**src/design/pse_pkg.sv**
```systemverilog
package pse_pkg;

	localparam int DATA_W          = 32;
	localparam int FUNC_W          = 3;
	localparam int STATUS_W        = 3;
	localparam int DEF_STACK_DEPTH = 16;

	// token kinds
	localparam logic [FUNC_W-1:0] FUNC_NUM = 3'd0;
	localparam logic [FUNC_W-1:0] FUNC_ADD = 3'd1;
	localparam logic [FUNC_W-1:0] FUNC_SUB = 3'd2;
	localparam logic [FUNC_W-1:0] FUNC_MUL = 3'd3;
	localparam logic [FUNC_W-1:0] FUNC_DIV = 3'd4;

	// result status codes
	localparam logic [STATUS_W-1:0] ST_OK       = 3'd0;
	localparam logic [STATUS_W-1:0] ST_DIVZERO  = 3'd1;
	localparam logic [STATUS_W-1:0] ST_FEWOPS   = 3'd2;
	localparam logic [STATUS_W-1:0] ST_OVERFLOW = 3'd3;
	localparam logic [STATUS_W-1:0] ST_EMPTY    = 3'd4;

	typedef enum logic [3:0] {
		S_IDLE,
		S_DECODE,
		S_READ_L,
		S_EXEC,
		S_MUL_WB,
		S_DIV,
		S_FINISH,
		S_READ_BOT
	} state_t;

	typedef enum logic [1:0] {
		RD_TOP,
		RD_NEXT,
		RD_BOTTOM
	} rd_sel_t;

	typedef enum logic [1:0] {
		WB_ADD,
		WB_SUB,
		WB_MUL,
		WB_DIV
	} wb_sel_t;

	typedef struct packed {
		logic                load;
		logic                push;
		logic                set_err;
		logic [STATUS_W-1:0] err_code;
		logic                rd_en;
		rd_sel_t             rd_sel;
		logic                grab_r;
		logic                mul_load;
		logic                div_start;
		logic                wb;
		wb_sel_t             wb_sel;
		logic                emit;
	} pse_cmd_t;

	typedef struct packed {
		logic              err_none;
		logic [FUNC_W-1:0] func;
		logic              last;
		logic              full;
		logic              few;
		logic              empty;
		logic              r_zero;
		logic              div_done;
		logic              out_busy;
	} pse_sts_t;

endpackage

```
**src/design/pse_tok_if.sv**
```systemverilog
interface pse_tok_if import pse_pkg::*; ();
	logic                     valid;
	logic                     ready;
	logic [FUNC_W-1:0]        func;
	logic signed [DATA_W-1:0] operand;
	logic                     last;

	modport source (output valid, output func, output operand, output last, input ready);
	modport sink (input valid, input func, input operand, input last, output ready);
endinterface

```
**src/design/pse_res_if.sv**
```systemverilog
interface pse_res_if import pse_pkg::*; ();
	logic                     valid;
	logic                     ready;
	logic signed [DATA_W-1:0] value;
	logic [STATUS_W-1:0]      status;

	modport source (output valid, output value, output status, input ready);
	modport sink (input valid, input value, input status, output ready);
endinterface

```
**src/design/postfix_stack_evaluator.sv**
```systemverilog
// postfix (rpn) expression evaluator: tokens arrive one per transaction on
// the token channel, either a signed 32-bit number that is pushed on a
// STACK_DEPTH-entry value stack, or add, subtract, multiply or divide, which
// pop the right then the left operand and push left op right (results wrap
// to 32 bits, division truncates toward zero). the token marked last returns
// one transaction on the result channel with the bottom stack entry and a
// status (ok, divide by zero, too few operands, stack overflow, empty
// stack), then the stack and error are cleared. after the first error,
// tokens are ignored until the last one. one token is processed at a time;
// a divide runs through the 32 iterations of the radix-2 divider, and a
// last token on an error-free, non-empty stack adds a read of the bottom
// entry. a finished result waits in an output register, so the next token
// is taken while it is still held
module postfix_stack_evaluator import pse_pkg::*; #(
	parameter int STACK_DEPTH = DEF_STACK_DEPTH
) (
	input logic        clk,
	input logic        arst_n,
	pse_tok_if.sink    token,
	pse_res_if.source  result
);

	pse_cmd_t cmd;
	pse_sts_t sts;

	// sequencer: decode, operand reads, writeback, result emission
	pse_ctrl u_ctrl (
		.clk       (clk),
		.arst_n    (arst_n),
		.tok_valid (token.valid),
		.tok_ready (token.ready),
		.sts       (sts),
		.cmd       (cmd)
	);

	// stack memory, counters, alu, divider and output register
	pse_dp #(
		.STACK_DEPTH (STACK_DEPTH)
	) u_dp (
		.clk         (clk),
		.arst_n      (arst_n),
		.cmd         (cmd),
		.sts         (sts),
		.tok_func    (token.func),
		.tok_operand (token.operand),
		.tok_last    (token.last),
		.res_valid   (result.valid),
		.res_ready   (result.ready),
		.res_value   (result.value),
		.res_status  (result.status)
	);

endmodule

```
**src/design/pse_div.sv**
```systemverilog
module pse_div import pse_pkg::*; (
	input  logic              clk,
	input  logic              arst_n,
	input  logic              start,
	input  logic [DATA_W-1:0] dividend,
	input  logic [DATA_W-1:0] divisor,
	output logic              done,
	output logic [DATA_W-1:0] quotient
);

	localparam int STEPS = DATA_W;
	localparam int CNT_W = $clog2(STEPS + 1);

	logic             busy_q;
	logic [CNT_W-1:0] cnt_q;
	logic [DATA_W-1:0] quo_q;
	logic [DATA_W-1:0] rem_q;
	logic [DATA_W-1:0] dvs_q;
	logic              neg_q;
	logic [DATA_W:0]   shifted;
	logic [DATA_W:0]   trial;

	always_comb begin
		shifted  = {rem_q, quo_q[DATA_W-1]};
		trial    = shifted - {1'b0, dvs_q};
		done     = busy_q && (cnt_q == '0);
		quotient = neg_q ? (DATA_W'(0) - quo_q) : quo_q;
	end

	always_ff @(posedge clk or negedge arst_n) begin
		if (!arst_n) begin
			busy_q <= 1'b0;
			cnt_q  <= '0;
		end else if (start) begin
			busy_q <= 1'b1;
			cnt_q  <= CNT_W'(STEPS);
		end else if (busy_q) begin
			if (cnt_q != '0) begin
				cnt_q <= cnt_q - CNT_W'(1);
			end else begin
				busy_q <= 1'b0;
			end
		end
	end

	// magnitudes in, sign applied at the end
	always_ff @(posedge clk) begin
		if (start) begin
			quo_q <= dividend[DATA_W-1] ? (DATA_W'(0) - dividend) : dividend;
			dvs_q <= divisor[DATA_W-1] ? (DATA_W'(0) - divisor) : divisor;
			rem_q <= '0;
			neg_q <= dividend[DATA_W-1] ^ divisor[DATA_W-1];
		end else if (busy_q && (cnt_q != '0)) begin
			rem_q <= trial[DATA_W] ? shifted[DATA_W-1:0] : trial[DATA_W-1:0];
			quo_q <= {quo_q[DATA_W-2:0], ~trial[DATA_W]};
		end
	end

endmodule

```
**src/design/pse_dp.sv**
```systemverilog
module pse_dp import pse_pkg::*; #(
	parameter int STACK_DEPTH = DEF_STACK_DEPTH
) (
	input  logic                     clk,
	input  logic                     arst_n,
	input  pse_cmd_t                 cmd,
	output pse_sts_t                 sts,
	input  logic [FUNC_W-1:0]        tok_func,
	input  logic signed [DATA_W-1:0] tok_operand,
	input  logic                     tok_last,
	output logic                     res_valid,
	input  logic                     res_ready,
	output logic signed [DATA_W-1:0] res_value,
	output logic [STATUS_W-1:0]      res_status
);

	localparam int AW = $clog2(STACK_DEPTH);
	localparam int CW = $clog2(STACK_DEPTH + 1);

	logic [FUNC_W-1:0]   func_q;
	logic [DATA_W-1:0]   operand_q;
	logic                last_q;
	logic [CW-1:0]       count_q;
	logic [STATUS_W-1:0] err_q;
	logic [DATA_W-1:0]   stack_mem [STACK_DEPTH];
	logic [DATA_W-1:0]   rdata_q;
	logic [DATA_W-1:0]   r_q;
	logic [DATA_W-1:0]   res_q;
	logic                out_valid_q;
	logic [DATA_W-1:0]   out_value_q;
	logic [STATUS_W-1:0] out_status_q;

	logic [CW-1:0]       cnt_m1;
	logic [CW-1:0]       cnt_m2;
	logic [AW-1:0]       rd_addr;
	logic [AW-1:0]       wr_addr;
	logic [DATA_W-1:0]   wr_data;
	logic                wr_en;
	logic [2*DATA_W-1:0] prod;
	logic                div_done;
	logic [DATA_W-1:0]   div_q;

	pse_div u_div (
		.clk      (clk),
		.arst_n   (arst_n),
		.start    (cmd.div_start),
		.dividend (rdata_q),
		.divisor  (r_q),
		.done     (div_done),
		.quotient (div_q)
	);

	always_comb begin
		cnt_m1 = count_q - CW'(1);
		cnt_m2 = count_q - CW'(2);
		prod   = rdata_q * r_q;

		unique case (cmd.rd_sel)
			RD_TOP:    rd_addr = cnt_m1[AW-1:0];
			RD_NEXT:   rd_addr = cnt_m2[AW-1:0];
			RD_BOTTOM: rd_addr = '0;
			default:   rd_addr = '0;
		endcase

		wr_en   = cmd.push || cmd.wb;
		wr_addr = cmd.push ? count_q[AW-1:0] : cnt_m2[AW-1:0];
		unique case (cmd.wb_sel)
			WB_ADD:  wr_data = rdata_q + r_q;
			WB_SUB:  wr_data = rdata_q - r_q;
			WB_MUL:  wr_data = res_q;
			WB_DIV:  wr_data = div_q;
			default: wr_data = '0;
		endcase
		if (cmd.push) begin
			wr_data = operand_q;
		end

		sts.err_none = (err_q == ST_OK);
		sts.func     = func_q;
		sts.last     = last_q;
		sts.full     = (count_q == CW'(STACK_DEPTH));
		sts.few      = (count_q < CW'(2));
		sts.empty    = (count_q == '0);
		sts.r_zero   = (r_q == '0);
		sts.div_done = div_done;
		sts.out_busy = out_valid_q && !res_ready;

		res_valid  = out_valid_q;
		res_value  = out_value_q;
		res_status = out_status_q;
	end

	always_ff @(posedge clk) begin
		if (wr_en) begin
			stack_mem[wr_addr] <= wr_data;
		end
		if (cmd.rd_en) begin
			rdata_q <= stack_mem[rd_addr];
		end
	end

	always_ff @(posedge clk) begin
		if (cmd.load) begin
			func_q    <= tok_func;
			operand_q <= tok_operand;
			last_q    <= tok_last;
		end
		if (cmd.grab_r) begin
			r_q <= rdata_q;
		end
		if (cmd.mul_load) begin
			res_q <= prod[DATA_W-1:0];
		end
		if (cmd.emit) begin
			if (err_q != ST_OK) begin
				out_value_q  <= '0;
				out_status_q <= err_q;
			end else if (count_q == '0) begin
				out_value_q  <= '0;
				out_status_q <= ST_EMPTY;
			end else begin
				out_value_q  <= rdata_q;
				out_status_q <= ST_OK;
			end
		end
	end

	always_ff @(posedge clk or negedge arst_n) begin
		if (!arst_n) begin
			count_q     <= '0;
			err_q       <= ST_OK;
			out_valid_q <= 1'b0;
		end else begin
			if (cmd.emit) begin
				count_q <= '0;
				err_q   <= ST_OK;
			end else begin
				if (cmd.push) begin
					count_q <= count_q + CW'(1);
				end else if (cmd.wb) begin
					count_q <= cnt_m1;
				end
				if (cmd.set_err) begin
					err_q <= cmd.err_code;
				end
			end
			if (cmd.emit) begin
				out_valid_q <= 1'b1;
			end else if (res_ready) begin
				out_valid_q <= 1'b0;
			end
		end
	end

endmodule

```
**src/design/pse_ctrl.sv**
```systemverilog
module pse_ctrl import pse_pkg::*; (
	input  logic     clk,
	input  logic     arst_n,
	input  logic     tok_valid,
	output logic     tok_ready,
	input  pse_sts_t sts,
	output pse_cmd_t cmd
);

	state_t state_q;
	state_t state_d;

	always_ff @(posedge clk or negedge arst_n) begin
		if (!arst_n) begin
			state_q <= S_IDLE;
		end else begin
			state_q <= state_d;
		end
	end

	always_comb begin
		state_d   = state_q;
		tok_ready = 1'b0;
		cmd       = '{
			load: 1'b0, push: 1'b0, set_err: 1'b0, err_code: ST_OK,
			rd_en: 1'b0, rd_sel: RD_TOP, grab_r: 1'b0, mul_load: 1'b0,
			div_start: 1'b0, wb: 1'b0, wb_sel: WB_ADD, emit: 1'b0
		};

		unique case (state_q)
			S_IDLE: begin
				tok_ready = 1'b1;
				if (tok_valid) begin
					cmd.load = 1'b1;
					state_d  = S_DECODE;
				end
			end
			S_DECODE: begin
				state_d = S_FINISH;
				if (!sts.err_none) begin
					state_d = S_FINISH;
				end else if (sts.func == FUNC_NUM) begin
					if (sts.full) begin
						cmd.set_err  = 1'b1;
						cmd.err_code = ST_OVERFLOW;
					end else begin
						cmd.push = 1'b1;
					end
				end else if (sts.func > FUNC_DIV) begin
					state_d = S_FINISH;
				end else if (sts.few) begin
					cmd.set_err  = 1'b1;
					cmd.err_code = ST_FEWOPS;
				end else begin
					cmd.rd_en  = 1'b1;
					cmd.rd_sel = RD_TOP;
					state_d    = S_READ_L;
				end
			end
			S_READ_L: begin
				cmd.grab_r = 1'b1;
				cmd.rd_en  = 1'b1;
				cmd.rd_sel = RD_NEXT;
				state_d    = S_EXEC;
			end
			S_EXEC: begin
				state_d = S_FINISH;
				if (sts.func == FUNC_ADD) begin
					cmd.wb     = 1'b1;
					cmd.wb_sel = WB_ADD;
				end else if (sts.func == FUNC_SUB) begin
					cmd.wb     = 1'b1;
					cmd.wb_sel = WB_SUB;
				end else if (sts.func == FUNC_MUL) begin
					cmd.mul_load = 1'b1;
					state_d      = S_MUL_WB;
				end else if (sts.r_zero) begin
					cmd.set_err  = 1'b1;
					cmd.err_code = ST_DIVZERO;
				end else begin
					cmd.div_start = 1'b1;
					state_d       = S_DIV;
				end
			end
			S_MUL_WB: begin
				cmd.wb     = 1'b1;
				cmd.wb_sel = WB_MUL;
				state_d    = S_FINISH;
			end
			S_DIV: begin
				if (sts.div_done) begin
					cmd.wb     = 1'b1;
					cmd.wb_sel = WB_DIV;
					state_d    = S_FINISH;
				end
			end
			S_FINISH: begin
				if (!sts.last) begin
					state_d = S_IDLE;
				end else if (!sts.out_busy) begin
					if (!sts.err_none || sts.empty) begin
						cmd.emit = 1'b1;
						state_d  = S_IDLE;
					end else begin
						cmd.rd_en  = 1'b1;
						cmd.rd_sel = RD_BOTTOM;
						state_d    = S_READ_BOT;
					end
				end
			end
			S_READ_BOT: begin
				cmd.emit = 1'b1;
				state_d  = S_IDLE;
			end
			default: begin
				state_d = S_IDLE;
			end
		endcase
	end

endmodule
```
**src/flat_wrapper.sv**
```systemverilog
// flat-port wrapper written by rule: the top's interface ports become plain ports
module postfix_stack_evaluator_flat import pse_pkg::*;
#(
	parameter int STACK_DEPTH = DEF_STACK_DEPTH
)
  (clk, arst_n, token_valid, token_func, token_operand, token_last, token_ready, result_valid, result_value, result_status, result_ready);
  pse_tok_if token_i ();
  pse_res_if result_i ();
  input logic clk;
  input logic arst_n;
  input wire logic [$bits(token_i.valid)-1:0] token_valid;
  input wire logic [$bits(token_i.func)-1:0] token_func;
  input wire logic [$bits(token_i.operand)-1:0] token_operand;
  input wire logic [$bits(token_i.last)-1:0] token_last;
  output wire logic [$bits(token_i.ready)-1:0] token_ready;
  output wire logic [$bits(result_i.valid)-1:0] result_valid;
  output wire logic [$bits(result_i.value)-1:0] result_value;
  output wire logic [$bits(result_i.status)-1:0] result_status;
  input wire logic [$bits(result_i.ready)-1:0] result_ready;
  assign token_i.valid = token_valid;
  assign token_i.func = token_func;
  assign token_i.operand = token_operand;
  assign token_i.last = token_last;
  assign token_ready = token_i.ready;
  assign result_valid = result_i.valid;
  assign result_value = result_i.value;
  assign result_status = result_i.status;
  assign result_i.ready = result_ready;
  postfix_stack_evaluator #(.STACK_DEPTH(STACK_DEPTH)) u_core (.clk(clk), .arst_n(arst_n), .token(token_i), .result(result_i));
endmodule
```
**config.mk**
```make
export PLATFORM = sky130hd
export DESIGN_NAME = postfix_stack_evaluator_flat
export DESIGN_NICKNAME = d
export VERILOG_FILES = /design/src/design/pse_pkg.sv /design/src/design/pse_tok_if.sv /design/src/design/pse_res_if.sv /design/src/design/postfix_stack_evaluator.sv /design/src/design/pse_div.sv /design/src/design/pse_dp.sv /design/src/design/pse_ctrl.sv /design/src/flat_wrapper.sv
export SDC_FILE = /design/constraint.sdc
export NUM_CORES = 2
export LEC_CHECK = 0
export ABC_AREA = 1
export BUFFER_PORTS_ARGS = -buffer_cell sky130_fd_sc_hd__buf_2
export CAP_MARGIN = 15
export CORE_ASPECT_RATIO = 0.5
export CORE_MARGIN = 2
export CORE_UTILIZATION = 31
export CTS_CLUSTER_SIZE = 28
export DETAILED_ROUTE_END_ITERATION = 8
export GPL_TIMING_DRIVEN = 0
export PLACE_DENSITY = 0.48
export SYNTH_ARGS = -nofsm -noshare
export SYNTH_HDL_FRONTEND = slang
export SYNTH_SLANG_ARGS = --single-unit
```
**constraint.sdc**
```tcl
create_clock -name clk -period 9.42 [get_ports clk]
set_input_delay 0.942 -clock clk [delete_from_list [all_inputs] [get_ports clk]]
set_output_delay 0.942 -clock clk [all_outputs]
set_load 0.05 [all_outputs]
```
==> results by group <==
Critical path
  – Slowest stage cell, crit path: sky130_fd_sc_hd__clkbuf_1
  – Capture point of the worst reg-to-reg path: u_core.u_dp.res_q[29]$_DFFE_PP_
  – Register-to-register setup slack: 0.42 ns
  – WP data arrival: 9.46 ns
  – Endpoint type of the worst setup path: register
  – Critical path start-end classification: reg -> reg
  – Worst Path Max Fanout: 10
  – Crit-path cells: clkbuf_1 -> clkbuf_1 -> nand2_1 -> fa_1 -> inv_1 -> fa_1 -> fa_1 -> inv_1 -> fa_1 -> inv_1 -> fa_1 -> inv_1 -> fa_1 -> inv_1 -> fa_1 -> fa_1 -> ha_1 -> a21oi_1 -> o21ai_0 -> a21oi_1 -> nand3_1 -> a21oi_1 -> o21bai_1 -> xor2_1
  – Worst reg2reg path depth: 24
  – Stage delay of the slowest cell on the critical path: 0.88 ns
  – Critical Path Start Type: register
  – Cell repeated most along the worst path: sky130_fd_sc_hd__fa_1
  – Critical Path RT: 9.88 ns
  – Worst flop-to-flop path startpoint: u_core.u_dp.rdata_q[8]$_DFFE_PP_

Clock tree
  – CTS Root Cell: sky130_fd_sc_hd__clkbuf_16
  – Number of clock buffers inserted by TritonCTS: 87
  – Clock-pin slew on the worst setup and hold paths: 0.06 ns
  – Setup Fix Bufs, Post-CTS: 0
  – CTS tree: built
  – Post-CTS sizing: 0
  – Maximum number of buffers from clock root to sink: 3
  – Clock latency reported for the late side of the worst-skew pair: 0.71 ns
  – H-tree lvl count: 3
  – Hold-fix buffers, CTS: 0
  – Clock Sink Count: 794

Synthesis
  – Portion of the post-synthesis area used by sequential elements: 42.14%
  – Leading register cell type out of synthesis: sky130_fd_sc_hd__edfxtp_1
  – Number of instances in the synthesized netlist: 6,238
  – Average size of a mapped cell: 8.914 um^2
  – Number of flops mapped to enable cells by yosys: 744
  – Total standard cell area after synthesis: 55,610 um^2
  – Asr flop ratio synth: 2.267%
  – Ys Warns: 0
  – Post-synthesis sequential element count: 794
  – Synth cell types: 55
  – Post-Syn Nets: 6,884

Routing
  – Met2 Routed Length: 88.95 mm
  – Post-DR wirelength/cell: 21.94 um
  – Detailed-routing iteration count for the pre-antenna-repair pass: 6
  – Routed via count: 43,210
  – Highest metal layer used by the detailed router: met5
  – Drt initial violations: 3,906
  – Final wirelength: 195.5 mm
  – Count of antenna-violating nets left after detailed routing: 0
  – DR vias/cell: 4.849
  – DRC violation count after routing: 0
  – Routed length on met1: 90.42 mm
  – Met3 wirelength from detailed routing: 10.38 mm

Placed design
  – Count of input and output buffers: 76
  – Half-perimeter wire length of the detailed placement result: 153.5 mm
  – Placer congestion estimate: 0.9393
  – Post-placement cell count: 8,749

STA
  – Share of the cycle needed by the critical path after routing: 95.56%
  – Worst Tran Pin Value: 1.226 ns
  – Setup repair after global routing missed its margin: no
  – Post-route minimum period: 9.002 ns
  – Number of max-slew violations in the final report: 0
  – Slew headroom: 18.28%
  – Count of final hold-check violations: 0
  – Post-route clock skew: 0.04340 ns
  – Count of endpoints failing setup in the final report: 0
  – Worst hold slack across all endpoints: 0.1792 ns
  – Sum of negative setup slack: 0 ns
  – Highest achievable clock rate: 111.1 MHz

Global route
  – Overflow after GRT: 0
  – First-pass GRT wire length: 286.7 mm
  – Number of global-route vias before repair: 42,200
  – Maximum number of pins on one net before global-route repair: 37
  – Number of antenna violations at the first check in global routing: 4
  – Total global routing track utilization: 21.41%

Die
  – Site Rows: 109
  – Die height: 303.5 um
  – Starting utilization of the core area: 31.34%
  – Core footprint: 177,400 um^2
  – Number of ports placed on the die boundary: 77
  – Die width: 603.0 um
  – Die footprint: 183,000 um^2

Final layout
  – Leading cell type in the layout, fill and taps excluded: sky130_fd_sc_hd__nand2_1
  – Fraction of final layout cells with drive strength greater than 1: 6.929%
  – Layout overhead on the synthesized area: 13.16%
  – Most used cells in the layout excluding fill and tap cells: sky130_fd_sc_hd__nand2_1, sky130_fd_sc_hd__inv_1, sky130_fd_sc_hd__edfxtp_1, sky130_fd_sc_hd__nand3_1, sky130_fd_sc_hd__fa_1
  – Net count of the finished layout: 7,099
  – Number of standard cells in the layout, taps in and fillers out: 8,910

Flow run
  – Max-Cap Viols: 0

Run status
  – Result of the run: complete, no violations

Worst hold path
  – Hold/Removal Path Class: in -> async
[Yosys cell counts, types with 24 or more instances]
| cell | instances | share of area [%] |
|---|---|---|
| sky130_fd_sc_hd__nand2_1 | 1542 | 10 |
| sky130_fd_sc_hd__inv_1 | 1208 | 8.2 |
| sky130_fd_sc_hd__edfxtp_1 | 744 | 40 |
| sky130_fd_sc_hd__nand3_1 | 415 | 3.7 |
| sky130_fd_sc_hd__fa_1 | 410 | 15 |
| sky130_fd_sc_hd__nor2_1 | 356 | 2.4 |
| sky130_fd_sc_hd__o21ai_0 | 235 | 2.1 |
| sky130_fd_sc_hd__o211ai_1 | 202 | 2.7 |
| sky130_fd_sc_hd__ha_1 | 196 | 4.4 |
| sky130_fd_sc_hd__a21oi_1 | 182 | 1.6 |
| sky130_fd_sc_hd__clkbuf_1 | 149 | 1.0 |
| sky130_fd_sc_hd__buf_2 | 95 | 0.86 |
| sky130_fd_sc_hd__xor2_1 | 88 | 1.4 |
| sky130_fd_sc_hd__buf_1 | 45 | 0.30 |
| sky130_fd_sc_hd__xnor2_1 | 45 | 0.71 |
| sky130_fd_sc_hd__nor3_1 | 36 | 0.32 |
| sky130_fd_sc_hd__nand4_1 | 34 | 0.38 |
| sky130_fd_sc_hd__dfxtp_1 | 32 | 1.2 |
| sky130_fd_sc_hd__or2_2 | 25 | 0.28 |
| sky130_fd_sc_hd__o21ai_1 | 24 | 0.22 |
[layout make-up]
| class | count | area (um^2) |
|---|---|---|
| multi-input combinational | 3927 | 26600 |
| clock inverter | 48 | 459.2 |
| sequential | 794 | 23430 |
| buffer | 298 | 1277 |
| antenna | 1 | 2.502 |
| tap | 2386 | 2985 |
| timing repair buffer | 126 | 1229 |
| fill | 18270 | 114500 |
| clock buffer | 111 | 2359 |
| inverter | 1219 | 4576 |
[layer usage]
metal,track usage (%),up-vias
met5,0,-
met4,6.355,2
met3,2.165,247
met2,34.86,1231
met1,30.28,21370
li1,-,20360
[flip-flops by register name, indices dropped and copies added, names as in the netlist, 2 cells and up]
register / flops
u_core.u_dp.res_value: 32
u_core.u_dp.err_q: 2
u_core.u_ctrl.state_q: 3
u_core.u_dp.r_q: 32
u_core.u_dp.rdata_q: 32
u_core.u_dp.count_q: 5
u_core.u_dp.stack_mem: 512
u_core.u_dp.res_q: 32
u_core.u_dp.operand_q: 32
u_core.u_dp.u_div.cnt_q: 6
u_core.u_dp.u_div.quo_q: 32
u_core.u_dp.u_div.rem_q: 32
u_core.u_dp.u_div.dvs_q: 32
u_core.u_dp.res_status: 3
u_core.u_dp.func_q: 3
[per-stage QoR]
| stage | util (%) | worst slack [ns] | instance area, um^2 |
|---|---|---|---|
| floorplan | - | 2.658 | 55610 |
| global placement | 33.24 | 0.3583 | 58970 |
| detailed placement | 33.87 | 0.7255 | 60090 |
| CTS | 35.46 | 0.6558 | 62910 |
| global route | 35.46 | 0.3774 | 62920 |
| finish | 35.46 | 0.4181 | 62920 |
[worst max-delay path by stage]
stage	startpoint	end	cells after the start
finish	u_core.u_dp.rdata_q[8]$_DFFE_PP_	u_core.u_dp.res_q[29]$_DFFE_PP_	24
global route	u_core.u_dp.rdata_q[8]$_DFFE_PP_	u_core.u_dp.res_q[26]$_DFFE_PP_	25
detailed placement	u_core.u_dp.rdata_q[8]$_DFFE_PP_	u_core.u_dp.res_q[29]$_DFFE_PP_	24
floorplan	u_core.u_dp.r_q[6]$_DFFE_PP_	u_core.u_dp.res_q[26]$_DFFE_PP_	25
global placement	u_core.u_dp.rdata_q[5]$_DFFE_PP_	u_core.u_dp.res_q[29]$_DFFE_PP_	24
CTS	u_core.u_dp.rdata_q[8]$_DFFE_PP_	u_core.u_dp.res_q[29]$_DFFE_PP_	24
[critical path: cells and delay by family, from the launching register on]
kind	cells	cell delay, ns
fa+ha+maj	9	4.26
simple gates	2	0.40
flops	1	0.58
buf+inv	7	2.04
xor+xnor	1	0.35
compound gates	5	1.12
[cell families after synthesis]
kind of cell    after synthesis  synth area share (%)
compound gates              736                 7.963
simple gates               2452                 18.11
fa+ha+maj                   606                 19.17
xor+xnor                    133                 2.095
buf+inv                    1517                 10.52
flops                       794                 42.14
Power is not shown: default switching activity piles up to over one toggle a cycle in this logic, so the estimate is an artifact.
